<file path="config.mk">
export PLATFORM = sky130hd
export DESIGN_NAME = double_ended_queue
export DESIGN_NICKNAME = d
export VERILOG_FILES = /design/src/rtl/core/deq_pkg.sv /design/src/rtl/core/deq_ram.sv /design/src/rtl/core/deq_ctrl.sv /design/src/rtl/core/deq_dp.sv /design/src/rtl/core/double_ended_queue.sv
export SDC_FILE = /design/constraint.sdc
export NUM_CORES = 1
export LEC_CHECK = 0
export BUFFER_PORTS_ARGS = -buffer_cell sky130_fd_sc_hd__buf_2
export CAP_MARGIN = 0
export CELL_PAD_IN_SITES_DETAIL_PLACEMENT = 1
export CELL_PAD_IN_SITES_GLOBAL_PLACEMENT = 2
export CORE_ASPECT_RATIO = 1.25
export CORE_UTILIZATION = 52
export DETAILED_ROUTE_END_ITERATION = 8
export PLACE_DENSITY_LB_ADDON = 0.1
export SLEW_MARGIN = 5
export SYNTH_ARGS = -nofsm -noshare
export SYNTH_HDL_FRONTEND = slang
export SYNTH_SLANG_ARGS = --single-unit
export TNS_END_PERCENT = 5
</file>
<file path="constraint.sdc">
create_clock -name clk -period 13.85 [get_ports clk]
set_input_delay 1.385 -clock clk [delete_from_list [all_inputs] [get_ports clk]]
set_output_delay 1.385 -clock clk [all_outputs]
set_load 0.05 [all_outputs]
</file>
<file path="src/rtl/core/deq_pkg.sv">
// ----------------------------------------------------------------------------
// deq_pkg
// Types, request and status codes shared by the double-ended queue files.
// ----------------------------------------------------------------------------
package deq_pkg;

	localparam int DEQ_DEPTH = 16;

	localparam logic [2:0] REQ_PEEK       = 3'd0;
	localparam logic [2:0] REQ_PUSH_FRONT = 3'd1;
	localparam logic [2:0] REQ_PUSH_BACK  = 3'd2;
	localparam logic [2:0] REQ_POP_FRONT  = 3'd3;
	localparam logic [2:0] REQ_POP_BACK   = 3'd4;
	localparam logic [2:0] REQ_CLEAR      = 3'd5;
	localparam logic [2:0] REQ_REVERSE    = 3'd6;

	localparam logic [1:0] STAT_OK        = 2'd0;
	localparam logic [1:0] STAT_UNDERFLOW = 2'd1;
	localparam logic [1:0] STAT_OVERFLOW  = 2'd2;

	typedef struct packed {
		logic [2:0]         req_type;
		logic signed [31:0] push_value;
	} deq_req_t;

	typedef struct packed {
		logic [1:0]         status;
		logic signed [31:0] front_value;
		logic signed [31:0] back_value;
		logic [4:0]         entry_count;
		logic               is_empty;
	} deq_rsp_t;

	// controller to datapath
	typedef struct packed {
		logic capture;
		logic exec;
		logic load;
	} deq_cmd_t;

	// datapath to controller
	typedef struct packed {
		logic out_free;
	} deq_stat_t;

endpackage

</file>
<file path="src/rtl/core/deq_ram.sv">
// ----------------------------------------------------------------------------
// deq_ram
// Generic RAM: one write port, two read ports with registered read data.
// ----------------------------------------------------------------------------
module deq_ram #(
	parameter int WIDTH = 32,
	parameter int DEPTH = 16,
	localparam int AW   = (DEPTH > 1) ? $clog2(DEPTH) : 1
) (
	input  logic             clk,
	input  logic             we,
	input  logic [AW-1:0]    waddr,
	input  logic [WIDTH-1:0] wdata,
	input  logic [AW-1:0]    raddr_a,
	input  logic [AW-1:0]    raddr_b,
	output logic [WIDTH-1:0] rdata_a,
	output logic [WIDTH-1:0] rdata_b
);

	logic [WIDTH-1:0] mem_q [DEPTH];

	always_ff @(posedge clk) begin
		if (we) begin
			mem_q[waddr] <= wdata;
		end
		rdata_a <= mem_q[raddr_a];
		rdata_b <= mem_q[raddr_b];
	end

endmodule

</file>
<file path="src/rtl/core/deq_ctrl.sv">
// ----------------------------------------------------------------------------
// deq_ctrl
// Sequencer: capture a request, execute it, read both ends, load the result.
// ----------------------------------------------------------------------------
module deq_ctrl (
	input  logic               clk,
	input  logic               arst_n,
	input  logic               req_valid,
	output logic               req_stall,
	input  deq_pkg::deq_stat_t stat,
	output deq_pkg::deq_cmd_t  cmd
);

	import deq_pkg::*;

	localparam logic [1:0] ST_IDLE = 2'd0;
	localparam logic [1:0] ST_EXEC = 2'd1;
	localparam logic [1:0] ST_READ = 2'd2;
	localparam logic [1:0] ST_LOAD = 2'd3;

	logic [1:0] state_q;
	logic [1:0] state_d;

	assign req_stall = (state_q != ST_IDLE);

	always_comb begin
		state_d     = state_q;
		cmd.capture = 1'b0;
		cmd.exec    = 1'b0;
		cmd.load    = 1'b0;
		case (state_q)
			ST_IDLE: begin
				if (req_valid) begin
					cmd.capture = 1'b1;
					state_d     = ST_EXEC;
				end
			end
			ST_EXEC: begin
				cmd.exec = 1'b1;
				state_d  = ST_READ;
			end
			ST_READ: begin
				state_d = ST_LOAD;
			end
			ST_LOAD: begin
				// hold until the output register is free
				if (stat.out_free) begin
					cmd.load = 1'b1;
					state_d  = ST_IDLE;
				end
			end
			default: begin
				state_d = ST_IDLE;
			end
		endcase
	end

	always_ff @(posedge clk or negedge arst_n) begin
		if (!arst_n) begin
			state_q <= ST_IDLE;
		end else begin
			state_q <= state_d;
		end
	end

endmodule

</file>
<file path="src/rtl/core/deq_dp.sv">
// ----------------------------------------------------------------------------
// deq_dp
// Datapath: ring pointers, count, direction flag, entry RAM, result register.
// ----------------------------------------------------------------------------
module deq_dp #(
	parameter int DEPTH = deq_pkg::DEQ_DEPTH
) (
	input  logic               clk,
	input  logic               arst_n,
	input  deq_pkg::deq_req_t  req,
	input  deq_pkg::deq_cmd_t  cmd,
	output deq_pkg::deq_stat_t stat,
	output logic               rsp_valid,
	input  logic               rsp_stall,
	output deq_pkg::deq_rsp_t  rsp
);

	import deq_pkg::*;

	localparam int AW = $clog2(DEPTH);
	localparam int CW = $clog2(DEPTH + 1);
	localparam int SW = CW + 1;

	deq_req_t          req_q;
	logic [AW-1:0]     head_q;
	logic [CW-1:0]     count_q;
	logic              rev_q;
	logic [1:0]        status_q;
	deq_rsp_t          rsp_q;
	logic              rsp_valid_q;

	logic [AW-1:0]     head_d;
	logic [CW-1:0]     count_d;
	logic              rev_d;
	logic [1:0]        status_d;

	logic [AW-1:0]     head_inc;
	logic [AW-1:0]     head_dec;
	logic [SW-1:0]     tail_sum;
	logic [SW-1:0]     last_sum;
	logic [AW-1:0]     tail_slot;
	logic [AW-1:0]     last_slot;
	logic              full;
	logic              empty;
	logic              at_low;

	logic              we;
	logic [AW-1:0]     waddr;
	logic [31:0]       rdata_lo;
	logic [31:0]       rdata_hi;
	logic signed [31:0] lo_val;
	logic signed [31:0] hi_val;

	assign full  = (count_q == CW'(DEPTH));
	assign empty = (count_q == '0);

	assign head_inc = (head_q == AW'(DEPTH - 1)) ? '0 : head_q + 1'b1;
	assign head_dec = (head_q == '0) ? AW'(DEPTH - 1) : head_q - 1'b1;

	// slot just past the high end, and slot of the high end; on a non-empty queue
	// both sums stay below twice the depth, so one conditional subtract wraps them
	assign tail_sum  = SW'(head_q) + SW'(count_q);
	assign last_sum  = tail_sum - 1'b1;
	assign tail_slot = (tail_sum >= SW'(DEPTH)) ? AW'(tail_sum - SW'(DEPTH)) : AW'(tail_sum);
	assign last_slot = (last_sum >= SW'(DEPTH)) ? AW'(last_sum - SW'(DEPTH)) : AW'(last_sum);

	always_comb begin
		head_d   = head_q;
		count_d  = count_q;
		rev_d    = rev_q;
		status_d = STAT_OK;
		we       = 1'b0;
		waddr    = tail_slot;
		at_low   = 1'b0;
		if (req_q.req_type inside {REQ_PUSH_FRONT, REQ_PUSH_BACK}) begin
			at_low = ((req_q.req_type == REQ_PUSH_FRONT) == !rev_q);
			if (full) begin
				status_d = STAT_OVERFLOW;
			end else begin
				we      = 1'b1;
				count_d = count_q + 1'b1;
				if (at_low) begin
					head_d = head_dec;
					waddr  = head_dec;
				end
			end
		end else if (req_q.req_type inside {REQ_POP_FRONT, REQ_POP_BACK}) begin
			at_low = ((req_q.req_type == REQ_POP_FRONT) == !rev_q);
			if (empty) begin
				status_d = STAT_UNDERFLOW;
			end else begin
				count_d = count_q - 1'b1;
				if (at_low) begin
					head_d = head_inc;
				end
			end
		end else if (req_q.req_type == REQ_CLEAR) begin
			head_d  = '0;
			count_d = '0;
			rev_d   = 1'b0;
		end else if (req_q.req_type == REQ_REVERSE) begin
			rev_d = !rev_q;
		end
	end

	deq_ram #(
		.WIDTH (32),
		.DEPTH (DEPTH)
	) u_ram (
		.clk     (clk),
		.we      (cmd.exec && we),
		.waddr   (waddr),
		.wdata   (req_q.push_value),
		.raddr_a (head_q),
		.raddr_b (last_slot),
		.rdata_a (rdata_lo),
		.rdata_b (rdata_hi)
	);

	assign lo_val = empty ? -32'sd1 : $signed(rdata_lo);
	assign hi_val = empty ? -32'sd1 : $signed(rdata_hi);

	always_ff @(posedge clk) begin
		if (cmd.capture) begin
			req_q <= req;
		end
		if (cmd.exec) begin
			status_q <= status_d;
		end
		if (cmd.load) begin
			rsp_q.status      <= status_q;
			rsp_q.front_value <= rev_q ? hi_val : lo_val;
			rsp_q.back_value  <= rev_q ? lo_val : hi_val;
			rsp_q.entry_count <= 5'(count_q);
			rsp_q.is_empty    <= empty;
		end
	end

	always_ff @(posedge clk or negedge arst_n) begin
		if (!arst_n) begin
			head_q      <= '0;
			count_q     <= '0;
			rev_q       <= 1'b0;
			rsp_valid_q <= 1'b0;
		end else begin
			if (cmd.exec) begin
				head_q  <= head_d;
				count_q <= count_d;
				rev_q   <= rev_d;
			end
			if (cmd.load) begin
				rsp_valid_q <= 1'b1;
			end else if (!rsp_stall) begin
				rsp_valid_q <= 1'b0;
			end
		end
	end

	assign stat.out_free = !rsp_valid_q || !rsp_stall;
	assign rsp_valid     = rsp_valid_q;
	assign rsp           = rsp_q;

endmodule

</file>
<file path="src/rtl/core/double_ended_queue.sv">
// ----------------------------------------------------------------------------
// double_ended_queue
// Bounded deque of signed 32-bit words kept as a ring of DEPTH RAM entries.
// Each request (peek, push front/back, pop front/back, clear, reverse) gives
// one beat back with status, front and back values (-1 when empty), count and
// an empty flag. The accepting edge captures the request. Then come three
// steps: execute (pointer and count update plus RAM write), RAM read of
// both ends, and result load, after which the result beat is presented.
// The sequencer takes one request at a time, so a new request is accepted
// only after the last one has loaded its result. The result register holds a
// beat while the next request is taken. A result that cannot load because the
// previous beat is still stalled holds the sequencer in its load step. Reverse
// flips a direction flag and costs the same as any other request.
// ----------------------------------------------------------------------------
module double_ended_queue #(
	parameter int DEPTH = deq_pkg::DEQ_DEPTH
) (
	input  logic              clk,
	input  logic              arst_n,
	input  logic              req_valid,
	output logic              req_stall,
	input  deq_pkg::deq_req_t req,
	output logic              rsp_valid,
	input  logic              rsp_stall,
	output deq_pkg::deq_rsp_t rsp
);

	import deq_pkg::*;

	deq_cmd_t  cmd;
	deq_stat_t stat;

	deq_ctrl u_ctrl (
		.clk       (clk),
		.arst_n    (arst_n),
		.req_valid (req_valid),
		.req_stall (req_stall),
		.stat      (stat),
		.cmd       (cmd)
	);

	deq_dp #(
		.DEPTH (DEPTH)
	) u_dp (
		.clk       (clk),
		.arst_n    (arst_n),
		.req       (req),
		.cmd       (cmd),
		.stat      (stat),
		.rsp_valid (rsp_valid),
		.rsp_stall (rsp_stall),
		.rsp       (rsp)
	);

endmodule

</file>
==> summary.md <==
The flow ran to the end, and the final reports show no timing, DRC or antenna violations. The half-perimeter wire length of the detailed placement result is 40880 um. During synthesis, Yosys emitted a total of 0 warnings. In this run the power density over the cells is 276.8 mW/mm^2. Derived from the worst setup path, the maximum achievable clock frequency is 208.1 MHz.

The proportion of netlist area held by the largest area contributor came out at 0.6178. The cell with the most instances after synthesis is sky130_fd_sc_hd__edfxtp_1. Port buffering added 112 buffers. For the remaining design rule violation count, the log shows 0. Yosys attributes the largest share of cell area to sky130_fd_sc_hd__edfxtp_1 (62%), sky130_fd_sc_hd__mux4_2 (21%), sky130_fd_sc_hd__dfxtp_1 (4.2%).

The total count of hold-check failures in the final report is 0, and the pin count of the biggest net entering global routing is 73. Summed over all failing endpoints, the final setup total negative slack is 0 ps. The number of global-route vias before repair was 17185. The top cell type by total area after synthesis was sky130_fd_sc_hd__edfxtp_1. Clock latency on the worst-skew pair, taken at its later pin, is 620 ps. The logs give 0 for the total global routing overflow and 70 for the number of buffers added by the clock tree synthesis step. The total routing usage reported by global routing is 0.2678. Between clock sinks in the finished design, the worst skew comes to 20.55 ps. In this run the worst hold path is classified as register to register.

The detailed-route wire length is 76670 um, and the fraction of final layout cells sized beyond drive strength 1 is 0.3482. VDD sags by at most 0.3934 mV. For this run, the post-layout net count is 1705. The count of filler cells inserted in the layout was 4856. In this run, synthesis inferred 621 flip-flops with an integrated enable. Max-cap violations in this run came to 0. The cell area after synthesis was 0.03018 sq mm; the data arrival time of the worst path was 5260 ps. Routability-driven placement finished with a final weighted congestion of 0.7412. In this run, post-CTS repair resized a total of 0 instances.

Clock-pin slew was measured on the worst setup and hold paths at 60 ps. Dividing the detail-routed via count by the number of cells gives 6.623. The clock sink count was 698. The depth of the CTS H-tree is 3. Sort of element at the start of the critical path: a register. Sorting the synthesized cells by how often they occur yields sky130_fd_sc_hd__edfxtp_1 (621), sky130_fd_sc_hd__mux4_2 (287), sky130_fd_sc_hd__nand2_1 (141). For this block, the initial DRC count from the detailed router was 1598. After floorplanning, the core was sized to cover 0.05726 sq mm. Worst path required time: 14310 ps.

The post-synth net total is 1589. The part of the Yosys area used for sequential elements was 0.6710; the minimum clock period was 4805 ps. In the synthesized netlist the dominant register cell turns out to be sky130_fd_sc_hd__edfxtp_1. The run gives 114000 um as the global-route wire length before repair. The part of the cycle the worst path needs works out to 0.3469.

The tools report the root buffer selected by CTS as sky130_fd_sc_hd__clkbuf_16. Yosys mapped the design onto 60 distinct sky130hd cell types. The slew at the pin with the worst max-slew slack was 1045 ps. The detailed router placed 16287 vias in this run.

Setup repair after global routing left no endpoint under its margin. For the number of pins with negative max-slew slack in the final report, the log shows 0. The repair_antennas step left the layout with diodes totalling 0. The clock passes through at most 3 buffers. In this run the static leakage power is 11.30 nW. The logs give 9.435 mW for the overall power and 0.5271 for the initial core utilization. The run gives 98 as the site row count. Synthesis produced a netlist whose cell count is 1535.

The average footprint of a synthesized cell works out to 19.66 sq um. The area growth from synthesis to layout is 12.94%. The sequential cells in the finished layout cover a total of 0.02027 sq mm. From bottom edge to top edge, the die measures 271.4 um.

The critical path in this run is classified as register to register. TritonCTS built the clock tree. The tools report the worst max-slew margin expressed relative to the limit as 0.3034.

For this design the top-level I/O count stands at 113. The routed wire length per instance is 31.18 um, and the number of antenna violations at the first check in global routing is 0. The total setup buffers inserted after CTS was 0; the detailed-routing iteration count for the pre-antenna-repair pass was 7. The share of async-settable or async-resettable flops after synthesis is 0.01862. The post-cts hold buffer count is 0.

The worst setup path is captured at a register. Setup violations remaining at the end of the flow were counted as 0. The floorplan step set the die width to 217.5 um. The highest net fanout along the worst path was 56; the antenna violation net count after detailed routing was 0. The footprint of the multi-input gates was 0.009527 sq mm. Synthesis inferred 698 register bits.

The logs give 421.3 ps for the tightest hold margin and 0.05902 sq mm for the area of the die.
-- stage by stage --
step	worst slack, ps	instances	util	cell area, sq um
CTS	9022	2459	0.5953	34090
finish	9045	2459	0.5953	34090
detailed placement	9025	2329	0.5524	31630
floorplan	6612	1535	-	30180
global placement	9127	2329	0.5524	31630
global route	8861	2459	0.5953	34090
-- critical path: stages, from the launching register on --
cell                       delay (ps)
sky130_fd_sc_hd__dfrtp_4          800
sky130_fd_sc_hd__buf_4            810
sky130_fd_sc_hd__fa_1             570
sky130_fd_sc_hd__inv_1            160
sky130_fd_sc_hd__ha_4             450
sky130_fd_sc_hd__buf_4            800
sky130_fd_sc_hd__mux4_2           410
sky130_fd_sc_hd__and2_1           190
sky130_fd_sc_hd__a211oi_1         280
sky130_fd_sc_hd__a31oi_1           70
-- area by class of cell --
class | instances | area share
Timing Repair Buffer | 150 | 0.02481
Inverter | 13 | 0.001431
Clock inverter | 40 | 0.01398
Multi-Input combinational cell | 718 | 0.2795
Clock buffer | 90 | 0.05814
Sequential cell | 698 | 0.5946
Tap cell | 750 | 0.02753
-- sequential cells by signal, indices dropped and copies added, names as in the netlist --
signal / cells
u_dp.u_ram.mem_q: 512
u_dp.rsp: 72
u_dp.req_q: 35
u_dp.u_ram.rdata_a: 32
u_dp.u_ram.rdata_b: 32
u_dp.count_q: 5
u_dp.head_q: 4
u_ctrl.state_q: 2
u_dp.status_q: 2
u_dp.rev_q: 1
u_dp.rsp_valid: 1
-- cells by family (layout without fill, tap and decap cells) --
group           count (synthesis)  count (layout)  synth area share
flops                         698             698            0.6710
compound gates                111             111           0.02612
buf+inv                       119             293           0.01836
simple gates                  221             221           0.03486
xor+xnor                       11              11          0.004145
mux                           360             360            0.2390
fa+ha+maj                      15              15          0.006467
-- power by group --
part | switching, mW | leakage (nW) | internal, mW
sequential | 0.296 | 6.29 | 2.74
combinational | 2.60 | 3.80 | 1.79
clock | 0.810 | 1.20 | 1.20
total | 3.71 | 11.3 | 5.73
-- layer usage --
layer,global-route usage,vias to the layer above,part of all wire
met3,0.03048,91,0.059
met1,0.3735,8884,0.41
met2,0.4517,686,0.51
met4,0.07061,0,0.018
met5,0,-,0
li1,-,6626,-
-- placed cells by master (no fill, tap or decap), drive strengths merged, types with 5 or more instances in the layout --
master      n
mux2        7
a21oi       7
o21ai      10
clkbuf     90
clkinvlp    5
edfxtp    621
a31oi      35
bufinv     10
a211oi     36
nand2     141
and2       34
dfxtp      64
nor3       22
ha         14
clkinv     23
nor2        8
mux2i      66
buf       150
mux4      287
xnor2       8
inv        15
dfrtp      13
-- path summary, 6_finish.rpt --
| kind | slack, ps | cells past startpoint | startpoint | end |
|---|---|---|---|---|
| setup reg to reg | 9050 | 9 | u_dp.head_q[1] | u_dp.u_ram.rdata_b[14] |
| max in group asynchronous | 12880 | 1 | arst_n | u_dp.head_q[0] |
| hold / removal | 420 | 0 | u_dp.status_q[0] | u_dp.rsp[70] |
| min in group asynchronous | 680 | 1 | arst_n | u_dp.head_q[3] |
| setup / recovery | 9050 | 9 | u_dp.head_q[1] | u_dp.u_ram.rdata_b[14] |
| hold reg to reg | 420 | 0 | u_dp.status_q[0] | u_dp.rsp[70] |
No activity file was read; power rests on OpenSTA's default activity.
